==> config.mk <==
export PLATFORM = sky130hd
export DESIGN_NAME = websocket_frame_deframer
export DESIGN_NICKNAME = d
export VERILOG_FILES = /design/src/hw/rtl/wsfd_pkg.sv /design/src/hw/rtl/wsfd_parser.sv /design/src/hw/rtl/wsfd_out_stage.sv /design/src/hw/rtl/websocket_frame_deframer.sv
export SDC_FILE = /design/constraint.sdc
export NUM_CORES = 1
export LEC_CHECK = 0
export BUFFER_PORTS_ARGS = -buffer_cell sky130_fd_sc_hd__buf_2
export CAP_MARGIN = 10
export CELL_PAD_IN_SITES_DETAIL_PLACEMENT = 1
export CELL_PAD_IN_SITES_GLOBAL_PLACEMENT = 1
export CORE_MARGIN = 10
export CORE_UTILIZATION = 43
export DETAILED_ROUTE_END_ITERATION = 8
export PLACE_DENSITY_LB_ADDON = 0.05
export RECOVER_POWER = 50
export SLEW_MARGIN = 20
export SYNTH_ARGS = -nofsm -noshare
export SYNTH_HDL_FRONTEND = slang
export SYNTH_SLANG_ARGS = --single-unit
==> constraint.sdc <==
create_clock -name clk -period 3.58 [get_ports clk]
set_clock_uncertainty 0.2 [all_clocks]
set_input_delay 0.537 -clock clk [delete_from_list [all_inputs] [get_ports clk]]
set_output_delay 0.537 -clock clk [all_outputs]
set_load 0.01 [all_outputs]
==> src/hw/rtl/wsfd_pkg.sv <==
// Shared types and codes for the WebSocket frame deframer.
// No dependencies; imported by the parser, output stage and top level.
package wsfd_pkg;

  // Result status codes
  typedef enum logic [2:0] {
    ST_DATA   = 3'd0,
    ST_EMPTY  = 3'd1,
    ST_CLOSE  = 3'd2,
    ST_UNMASK = 3'd3,
    ST_SHORT  = 3'd4
  } status_t;

  localparam logic [3:0] OPC_CLOSE   = 4'h8;
  localparam logic [6:0] LEN_CODE_16 = 7'd126;
  localparam logic [6:0] LEN_CODE_64 = 7'd127;
  localparam logic [3:0] EXT_BYTES_16 = 4'd2;
  localparam logic [3:0] EXT_BYTES_64 = 4'd8;
  localparam logic [2:0] KEY_BYTES    = 3'd4;

  // One result word handed from the parser to the output stage
  typedef struct packed {
    logic       have;
    logic [7:0] payload_byte;
    logic       payload_last;
    status_t    status;
  } result_t;

endpackage

==> src/hw/rtl/wsfd_parser.sv <==
// Frame header parser and payload unmasker: holds the per-frame state and
// produces at most one result per accepted byte. Depends on wsfd_pkg.
module wsfd_parser
  import wsfd_pkg::*;
(
  input  logic       clk,
  input  logic       rst,
  input  logic       accept,
  input  logic [7:0] data_byte,
  input  logic       end_of_buffer,
  output result_t    res
);

  typedef enum logic [2:0] {
    PH_HDR0,
    PH_HDR1,
    PH_EXTLEN,
    PH_MASK,
    PH_PAYLOAD,
    PH_IDLE
  } phase_t;

  phase_t          phase, phase_next;
  // Frame length, counted down while payload bytes go out
  logic [63:0]     remaining, remaining_next;
  logic [3:0]      len_left, len_left_next;
  logic [3:0][7:0] mask_key, mask_key_next;
  logic [2:0]      key_left, key_left_next;
  logic [1:0]      key_idx, key_idx_next;
  logic            mask_present, mask_present_next;
  logic            close_seen, close_seen_next;

  always_comb begin
    phase_next        = phase;
    remaining_next    = remaining;
    len_left_next     = len_left;
    mask_key_next     = mask_key;
    key_left_next     = key_left;
    key_idx_next      = key_idx;
    mask_present_next = mask_present;
    close_seen_next   = close_seen;
    res               = '0;
    res.status        = ST_DATA;

    case (phase)
      PH_HDR0: begin
        close_seen_next = (data_byte[3:0] == OPC_CLOSE);
        phase_next      = PH_HDR1;
      end
      PH_HDR1: begin
        if (close_seen) begin
          res.have   = 1'b1;
          res.status = ST_CLOSE;
          phase_next = PH_IDLE;
        end else begin
          mask_present_next = data_byte[7];
          remaining_next    = '0;
          if (data_byte[6:0] == LEN_CODE_16) begin
            len_left_next = EXT_BYTES_16;
            phase_next    = PH_EXTLEN;
          end else if (data_byte[6:0] == LEN_CODE_64) begin
            len_left_next = EXT_BYTES_64;
            phase_next    = PH_EXTLEN;
          end else begin
            remaining_next = {57'd0, data_byte[6:0]};
            if (!data_byte[7]) begin
              res.have   = 1'b1;
              res.status = ST_UNMASK;
              phase_next = PH_IDLE;
            end else begin
              key_left_next = KEY_BYTES;
              phase_next    = PH_MASK;
            end
          end
        end
      end
      PH_EXTLEN: begin
        remaining_next = {remaining[55:0], data_byte};
        len_left_next  = len_left - 4'd1;
        if (len_left == 4'd1) begin
          if (!mask_present) begin
            res.have   = 1'b1;
            res.status = ST_UNMASK;
            phase_next = PH_IDLE;
          end else begin
            key_left_next = KEY_BYTES;
            phase_next    = PH_MASK;
          end
        end
      end
      PH_MASK: begin
        mask_key_next = {mask_key[2:0], data_byte};
        key_left_next = key_left - 3'd1;
        if (key_left == 3'd1) begin
          key_idx_next = '0;
          if (remaining == '0) begin
            res.have   = 1'b1;
            res.status = ST_EMPTY;
            phase_next = PH_IDLE;
          end else begin
            phase_next = PH_PAYLOAD;
          end
        end
      end
      PH_PAYLOAD: begin
        // First key byte received sits in the top lane
        res.have         = 1'b1;
        res.payload_byte = data_byte ^ mask_key[~key_idx];
        key_idx_next     = key_idx + 2'd1;
        remaining_next   = remaining - 64'd1;
        if (remaining == 64'd1) begin
          res.payload_last = 1'b1;
          phase_next       = PH_IDLE;
        end
      end
      default: begin
      end
    endcase

    // End of buffer: flag an unfinished frame, then start over
    if (end_of_buffer) begin
      if (phase_next != PH_IDLE) begin
        res.have         = 1'b1;
        res.status       = ST_SHORT;
        res.payload_byte = '0;
        res.payload_last = 1'b0;
      end
      phase_next        = PH_HDR0;
      remaining_next    = '0;
      len_left_next     = '0;
      mask_key_next     = '0;
      key_left_next     = '0;
      key_idx_next      = '0;
      mask_present_next = 1'b0;
      close_seen_next   = 1'b0;
    end
  end

  always_ff @(posedge clk) begin
    if (rst) begin
      phase        <= PH_HDR0;
      remaining    <= '0;
      len_left     <= '0;
      mask_key     <= '0;
      key_left     <= '0;
      key_idx      <= '0;
      mask_present <= 1'b0;
      close_seen   <= 1'b0;
    end else if (accept) begin
      phase        <= phase_next;
      remaining    <= remaining_next;
      len_left     <= len_left_next;
      mask_key     <= mask_key_next;
      key_left     <= key_left_next;
      key_idx      <= key_idx_next;
      mask_present <= mask_present_next;
      close_seen   <= close_seen_next;
    end
  end

  a_status_clean: assert property (@(posedge clk) disable iff (rst)
    (res.have && res.status != ST_DATA) |-> (res.payload_byte == '0 && !res.payload_last))
    else $error("non-data result carries payload bits");

  a_eob_restart: assert property (@(posedge clk) disable iff (rst)
    (accept && end_of_buffer) |=> (phase == PH_HDR0))
    else $error("parser did not restart after end of buffer");

  a_mask_only_masked: assert property (@(posedge clk) disable iff (rst)
    (phase == PH_MASK || phase == PH_PAYLOAD) |-> mask_present)
    else $error("unmasked frame reached key or payload");

  a_payload_nonzero: assert property (@(posedge clk) disable iff (rst)
    (phase == PH_PAYLOAD) |-> (remaining != '0))
    else $error("payload phase with no bytes left");

endmodule

==> src/hw/rtl/wsfd_out_stage.sv <==
// Output register for deframer results with valid/ready handshake.
// Depends on wsfd_pkg for the result word.
module wsfd_out_stage
  import wsfd_pkg::*;
(
  input  logic       clk,
  input  logic       rst,
  input  logic       load,
  input  result_t    res,
  output logic       can_load,
  output logic       out_valid,
  input  logic       out_ready,
  output logic [7:0] payload_byte,
  output logic       payload_last,
  output logic [2:0] status
);

  // Take a new word when empty or when the held word leaves this cycle
  assign can_load = !out_valid || out_ready;

  always_ff @(posedge clk) begin
    if (rst) begin
      out_valid <= 1'b0;
    end else if (load && res.have) begin
      out_valid <= 1'b1;
    end else if (out_ready) begin
      out_valid <= 1'b0;
    end
  end

  always_ff @(posedge clk) begin
    if (load && res.have) begin
      payload_byte <= res.payload_byte;
      payload_last <= res.payload_last;
      status       <= res.status;
    end
  end

endmodule

==> src/hw/rtl/websocket_frame_deframer.sv <==
// Top level of the WebSocket frame deframer: parser plus output register.
// Depends on wsfd_pkg, wsfd_parser and wsfd_out_stage.
//
//   channel | signals                                   | direction
//   --------+-------------------------------------------+----------
//   in      | in_valid, in_ready, data_byte, end_of_buffer | into block
//   out     | out_valid, out_ready, payload_byte,          | out of block
//           | payload_last, status                         |
//
// One byte per cycle: the header parse or unmask of a byte is one pass from
// the frame state to the output register, and a result appears the cycle after
// its byte is accepted. Bytes that give no result leave the output untouched.
// in_ready drops only while a result waits in the output register and
// out_ready is low. Synchronous reset clears the frame state and out_valid.
module websocket_frame_deframer
  import wsfd_pkg::*;
(
  input  logic       clk,
  input  logic       rst,
  input  logic       in_valid,
  output logic       in_ready,
  input  logic [7:0] data_byte,
  input  logic       end_of_buffer,
  output logic       out_valid,
  input  logic       out_ready,
  output logic [7:0] payload_byte,
  output logic       payload_last,
  output logic [2:0] status
);

  result_t res;
  logic    can_load;
  logic    accept;

  assign in_ready = can_load;
  assign accept   = in_valid && can_load;

  wsfd_parser u_parser (
    .clk           (clk),
    .rst           (rst),
    .accept        (accept),
    .data_byte     (data_byte),
    .end_of_buffer (end_of_buffer),
    .res           (res)
  );

  wsfd_out_stage u_out (
    .clk          (clk),
    .rst          (rst),
    .load         (accept),
    .res          (res),
    .can_load     (can_load),
    .out_valid    (out_valid),
    .out_ready    (out_ready),
    .payload_byte (payload_byte),
    .payload_last (payload_last),
    .status       (status)
  );

endmodule
==> results of run 1 <==
-- cells in the mapped netlist, drive strengths merged, types with 8 or more instances --
cell type  instances
dfxtp            111
nor2              97
a22oi             71
clkbuf            56
o21ai             43
nor3              41
nand2             38
a21oi             33
o22ai             24
xnor2             24
nand3             21
xor2              19
inv               17
nor4              16
or3               16
edfxtp            12
a31oi             10
nand4              9
a211oi             8
mux4               8
-- power by group --
part	internal [mW]	total (mW)	switching [mW]
logic	0.188	0.537	0.349
clock network	1.08	1.73	0.645
registers	1.41	1.43	0.0197
total	2.68	3.70	1.01
-- metrics by stage --
stage / hold slack (ns) / cells / cell area, sq um
final: 0.256 / 1035 / 7680
after global routing: 0.279 / 1035 / 7680
after CTS: 0.263 / 1035 / 7710
after detailed placement: 0.255 / 1003 / 7130
after global placement: 0.247 / 1003 / 7130
after floorplan: 0.232 / 795 / 6700
-- routing by layer --
layer | track usage | up-vias | share of wire
met1 | 0.304 | 3334 | 0.48
li1 | - | 3040 | -
met2 | 0.344 | 146 | 0.46
met4 | 0.0574 | 0 | 0.0094
met3 | 0.0414 | 15 | 0.046
met5 | 0 | - | 0
-- state kept, by name, summed over array words and instances, names as in the netlist --
| name | cells |
|---|---|
| u_parser.remaining | 64 |
| u_parser.mask_key | 32 |
| u_out.payload_byte | 8 |
| u_parser.len_left | 4 |
| u_out.status | 3 |
| u_parser.key_left | 3 |
| u_parser.phase | 3 |
| u_parser.key_idx | 2 |
| u_out.out_valid | 1 |
| u_out.payload_last | 1 |
| u_parser.close_seen | 1 |
| u_parser.mask_present | 1 |
-- cells by family after synthesis --
| group | after synthesis |
|---|---|
| XOR/XNOR | 43 |
| multiplexers | 11 |
| AO/OA/AOI/OAI | 247 |
| buffers and inverters | 76 |
| AND/OR/NAND/NOR | 288 |
| adder cells (fa/ha/maj) | 7 |
| flip-flops | 123 |
-- final cells by class --
class / count / area [sq um] / share of cell area
Tap cell: 211 / 264 / 0.0344
Timing Repair Buffer: 56 / 323 / 0.0420
Inverter: 17 / 63.8 / 0.00831
Multi-Input combinational cell: 596 / 3860 / 0.503
Clock inverter: 13 / 151 / 0.0197
Sequential cell: 123 / 2580 / 0.336
Clock buffer: 19 / 433 / 0.0564
-- worst max-delay path by stage --
stage	slack, ns	depth (start not counted)	endpoint	start
detailed placement	0.1	6	u_out.payload_byte[4]	u_parser.remaining[5]
global placement	0.16	6	u_out.payload_byte[7]	u_parser.remaining[5]
CTS	0.09	6	u_out.payload_byte[3]	u_parser.remaining[5]
floorplan	0.22	7	u_out.payload_byte[0]	u_parser.remaining[5]
finish	0.16	6	u_out.payload_byte[6]	u_parser.remaining[5]
global route	0.06	6	u_out.payload_byte[3]	u_parser.remaining[12]
-- critical path: stages (launching register included) --
cell and delay [ns]:
dfxtp_1 0.32, or4_4 0.56, or4_4 0.54, or3_4 0.43
nor4_4 0.35, o22ai_2 0.14, o41a_2 0.61
-- timing repair --
action	4_1_cts	5_1_grt
setup endpoints to repair	0	12
endpoints found under the hold margin	0	0
hold buffers	0	0
gates resized for setup	0	1
==> flow_metrics.env, run 1 <==
export IMPL_yosysTopAreaCellShare=0.332
export IMPL_r2r_slack_ns=0.16
export IMPL_r2r_end="u_out.payload_byte[6]"
export IMPL_fillers=1803
export IMPL_synth_compound_area_frac=0.252
export IMPL_ant_nets=0
export IMPL_place_ws_ns=0.0978
export IMPL_clk_latency_ns=0.42
export IMPL_powerDensity_nw_per_um2=482
export IMPL_yosys_area_share_adder=0.0131
export IMPL_layout_drive_gt1_share=0.112
export IMPL_worstSetupEndpointType="flip-flop"
export IMPL_grt_antenna_before_repair=0
export IMPL_final_nets=831
export IMPL_clock_fmax_ghz=0.292
export IMPL_synthFlopType="dfxtp_1"
export IMPL_yosys_area_share_simple=0.219
export IMPL_core_area_sq_um=15300
export IMPL_worstPathArrival_ns=3.35
export IMPL_io_pins=27
export IMPL_status="finished, final reports clean"
export IMPL_route_vias_total=6535
export IMPL_synth_area_top_cells="dfxtp_1 33%, a22oi_1 8.0%, nor2_1 5.4%"
export IMPL_worstMarginPinSlew_ns=1.48
export IMPL_post_route_period_util=0.955
export IMPL_synthesis_area_sq_um=6700
export IMPL_ys_ff_latch=123
export IMPL_yosysTopAreaCell="dfxtp_1"
export IMPL_layout_min_cycle_time_ns=3.42
export IMPL_die_h_um=145
export IMPL_r2r_start="u_parser.remaining[5]"
export IMPL_cts_root_buf="clkbuf_16"
export IMPL_setup_ws_ns=0.161
export IMPL_mostFrequentLayoutCells="111 x dfxtp_1, 95 x nor2_1, 71 x a22oi_1"
export IMPL_hold_depth=2
export IMPL_worstRegToRegCells=6
export IMPL_final_common_cell="dfxtp_1"
export IMPL_path_clk_slew_ns=0.06
export IMPL_cts_sinks=123
export IMPL_grt_usage=0.220
export IMPL_wl_um=22500
export IMPL_start_util=0.439
export IMPL_cts_tree="built"
export IMPL_p_leak_nw=2.76
export IMPL_dieArea_sq_um=21000
export IMPL_area_delta_synth_final_pct=14.6
export IMPL_grt_pass1_vias=6598
export IMPL_viasPerCell=6.31
export IMPL_utilization=0.503
export IMPL_critical_path_class="reg -> reg"
export IMPL_hold_violations=0
export IMPL_crit_fanout=12
export IMPL_grt_ovfl_total=0
export IMPL_rsz0062_at_grt="no"
export IMPL_seq_area_frac_synth=0.385
export IMPL_hpwl_um=15200
export IMPL_synth_top_family_by_area="compound AO/OA/AOI/OAI gates"
export IMPL_ys_types=66
export IMPL_irDropWorstVdd_v=0.000339
export IMPL_globalplace_congestion=0.896
export IMPL_cts_setup_buffers=0
export IMPL_hold_class="reg -> reg"
export IMPL_finalSetupViolations=0
export IMPL_synthMuxAreaShare=0.0314
export IMPL_slew_violations=0
export IMPL_n_antenna_cell=0
export IMPL_synth_edf_count=12
export IMPL_place_port_buffers=26
export IMPL_slew_headroom=0.0141
export IMPL_row_count=45
export IMPL_start_kind="flip-flop"
export IMPL_yosys_warnings=0
export IMPL_drc=0
export IMPL_worstHoldStart="u_parser.key_left[1]"
export IMPL_drv_cap=0
export IMPL_clock_path_buffers=2
export IMPL_wl_per_cell_um=21.7
export IMPL_synth_async_sr_flop_share=0
export IMPL_total_power_mw=3.70
export IMPL_tns_ns=0
export IMPL_grt_max_degree=48
export IMPL_drt_iter0_drc=665
export IMPL_grt_first_pass_wirelength_um=36400
export IMPL_post_synth_cell_area_avg_sq_um=8.43
export IMPL_synth_xor_area_frac=0.0562
export IMPL_synthCells=795
export IMPL_whs_endpoint="u_parser.key_left[1]"
export IMPL_syn_num_nets=815
export IMPL_cts_htree_levels=4
export IMPL_die_x_um=145
export IMPL_dr_pass1_iters=5
export IMPL_numCtsBuffers=17
export IMPL_crit_required_ns=3.51
Power figures use the tool's default switching activity.
==> run 2: changes to the inputs <==
Settings changed: CORE_UTILIZATION 43 to 47.
Clock period 3.58 ns to 3.25 ns, I/O delays scaled along.
==> run 2 against run 1 <==
Against the previous run:
- total power up 16%
- critical path type unchanged
- sequential power up 10%
- global-route usage up 1.2 points
- routed wire length up 2.0%
- combinational power up 11%
==> flow_metrics.env, run 2 (synthesis results as in run 1) <==
export IMPL_ant_nets=0
export IMPL_top_register="u_parser.remaining"
export IMPL_setup_ws_ns=0.0793
export IMPL_intPower_mw=3.12
export IMPL_slew_violations=0
export IMPL_cts_tree="built"
export IMPL_critical_path_class="reg -> reg"
export IMPL_largest_reg_flops=64
export IMPL_n_antenna_cell=0
export IMPL_grt_max_degree=46
export IMPL_wl_um=22900
export IMPL_status="finished, final reports clean"
export IMPL_place_port_buffers=26
export IMPL_hold_class="in -> reg"
export IMPL_utilization=0.563
export IMPL_r2r_end="u_out.payload_byte[5]"
export IMPL_route_vias_total=6652
export IMPL_final_common_cell="dfxtp_1"
export IMPL_dr_pass1_iters=5
export IMPL_post_route_period_util=0.976
export IMPL_worstMarginPinSlew_ns=1.33
export IMPL_tns_ns=0
export IMPL_row_count=43
export IMPL_core_area_sq_um=13900
export IMPL_dieArea_sq_um=19400
export IMPL_top_regs="u_parser.remaining: 64 flops, u_parser.mask_key: 32 flops, u_out.payload_byte: 8 flops"
export IMPL_cts_sinks=123
export IMPL_total_power_mw=4.27
export IMPL_final_nets=846
export IMPL_grt_pass1_vias=6763
export IMPL_worstRegToRegCells=6
export IMPL_drv_cap=0
export IMPL_place_ws_ns=-0.106
export IMPL_cts_htree_levels=4
export IMPL_drt_iter0_drc=691
export IMPL_pwr_share_seq=0.369
export IMPL_clkPwrFrac=0.491
export IMPL_fillers=1672
export IMPL_io_pins=27
export IMPL_die_h_um=139
export IMPL_grt_antenna_before_repair=0
export IMPL_clock_path_buffers=2
export IMPL_die_x_um=139
export IMPL_placed_area_sq_um=7240
export IMPL_area_delta_synth_final_pct=17.0
export IMPL_slew_headroom=0.113
export IMPL_path_clk_slew_ns=0.06
export IMPL_finalSetupViolations=0
export IMPL_grt_first_pass_wirelength_um=37400
export IMPL_clk_latency_ns=0.42
export IMPL_hold_violations=0
export IMPL_crit_required_ns=3.20
export IMPL_clock_fmax_ghz=0.315
export IMPL_combPwrFrac=0.140
export IMPL_grt_usage=0.232
export IMPL_r2r_start="u_parser.remaining[8]"
export IMPL_holdBufCountCts=0
export IMPL_drc=0
export IMPL_start_util=0.481
export IMPL_globalplace_congestion=0.866
export IMPL_layout_drive_gt1_share=0.129
export IMPL_mostFrequentLayoutCells="110 x dfxtp_1, 96 x nor2_1, 71 x a22oi_1"
export IMPL_irDropWorstVdd_v=0.000414
export IMPL_p_leak_nw=2.88
export IMPL_crit_fanout=12
export IMPL_grt_ovfl_total=0
export IMPL_numCtsBuffers=17
export IMPL_r2r_slack_ns=0.08
export IMPL_worstPathArrival_ns=3.12
export IMPL_hpwl_um=15500
export IMPL_rsz0062_at_grt="no"
export IMPL_powerDensity_nw_per_um2=545
export IMPL_wl_per_cell_um=22.5
export IMPL_final_area_sq_um=7840
export IMPL_viasPerCell=6.53
export IMPL_startpoint="u_parser.remaining[8]"
export IMPL_start_kind="flip-flop"
export IMPL_cts_root_buf="clkbuf_16"
export IMPL_worstSetupEndpointType="flip-flop"
export IMPL_cts_setup_buffers=0
export IMPL_switchingPower_mw=1.15
export IMPL_critPathCapture="u_out.payload_byte[5]"
export IMPL_switching_share=0.270
export IMPL_layout_min_cycle_time_ns=3.17
==> run 2: through the flow <==
step / std cells / hold WS, ns
floorplan: 795 / 0.232
global placement: 987 / 0.240
detailed placement: 987 / 0.292
CTS: 1018 / 0.202
global route: 1018 / 0.221
finish: 1018 / 0.221
==> run 2: worst min-delay path by stage <==
| stage | start | end | slack, ns | cells after the start |
|---|---|---|---|---|
| floorplan | u_parser.key_left[1] | u_parser.key_left[1] | 0.23 | 2 |
| global placement | u_parser.key_left[1] | u_parser.key_left[1] | 0.24 | 2 |
| detailed placement | u_parser.key_left[1] | u_parser.key_left[1] | 0.29 | 2 |
| CTS | data_byte[1] | u_parser.mask_key[1] | 0.20 | 3 |
| global route | data_byte[6] | u_parser.mask_key[6] | 0.22 | 3 |
| finish | data_byte[1] | u_parser.mask_key[1] | 0.22 | 3 |
==> run 2: power by group through the flow <==
stage | combinational (mW) | clock, mW | sequential (mW)
2_1_floorplan | 0.400 | 0 | 1.60
3_3_place_gp | 0.580 | 0 | 1.61
3_5_place_dp | 0.594 | 0 | 1.61
4_1_cts | 0.606 | 2.12 | 1.58
5_1_grt | 0.651 | 2.19 | 1.58
6_report | 0.596 | 2.10 | 1.58
==> run 2: repair_timing <==
action                                  in CTS  in global routing
endpoints found under the setup margin      12                  4
pin swaps                                    0                  0
gates resized for setup                      2                  2
==> run 2: layer usage <==
metal | GRT usage | share of wire
met5 | 0 | 0
met1 | 0.317 | 0.46
met3 | 0.0480 | 0.055
met4 | 0.0747 | 0.017
met2 | 0.357 | 0.47
==> run 2: worst max-delay path: stages (launching register included) <==
cell and delay (ns):
dfxtp_2 0.32, or4_4 0.53, or4_4 0.49, or3_4 0.42, nor4_4 0.34, o22ai_2 0.12
o41a_4 0.48
==> run 2: final cells by class <==
class | count | area [sq um] | area share
Clock inverter | 12 | 185 | 0.0236
Clock buffer | 19 | 464 | 0.0592
Inverter | 17 | 63.8 | 0.00814
Sequential cell | 123 | 2580 | 0.329
Tap cell | 180 | 225 | 0.0287
Multi-Input combinational cell | 596 | 3870 | 0.494
Timing Repair Buffer | 71 | 449 | 0.0573
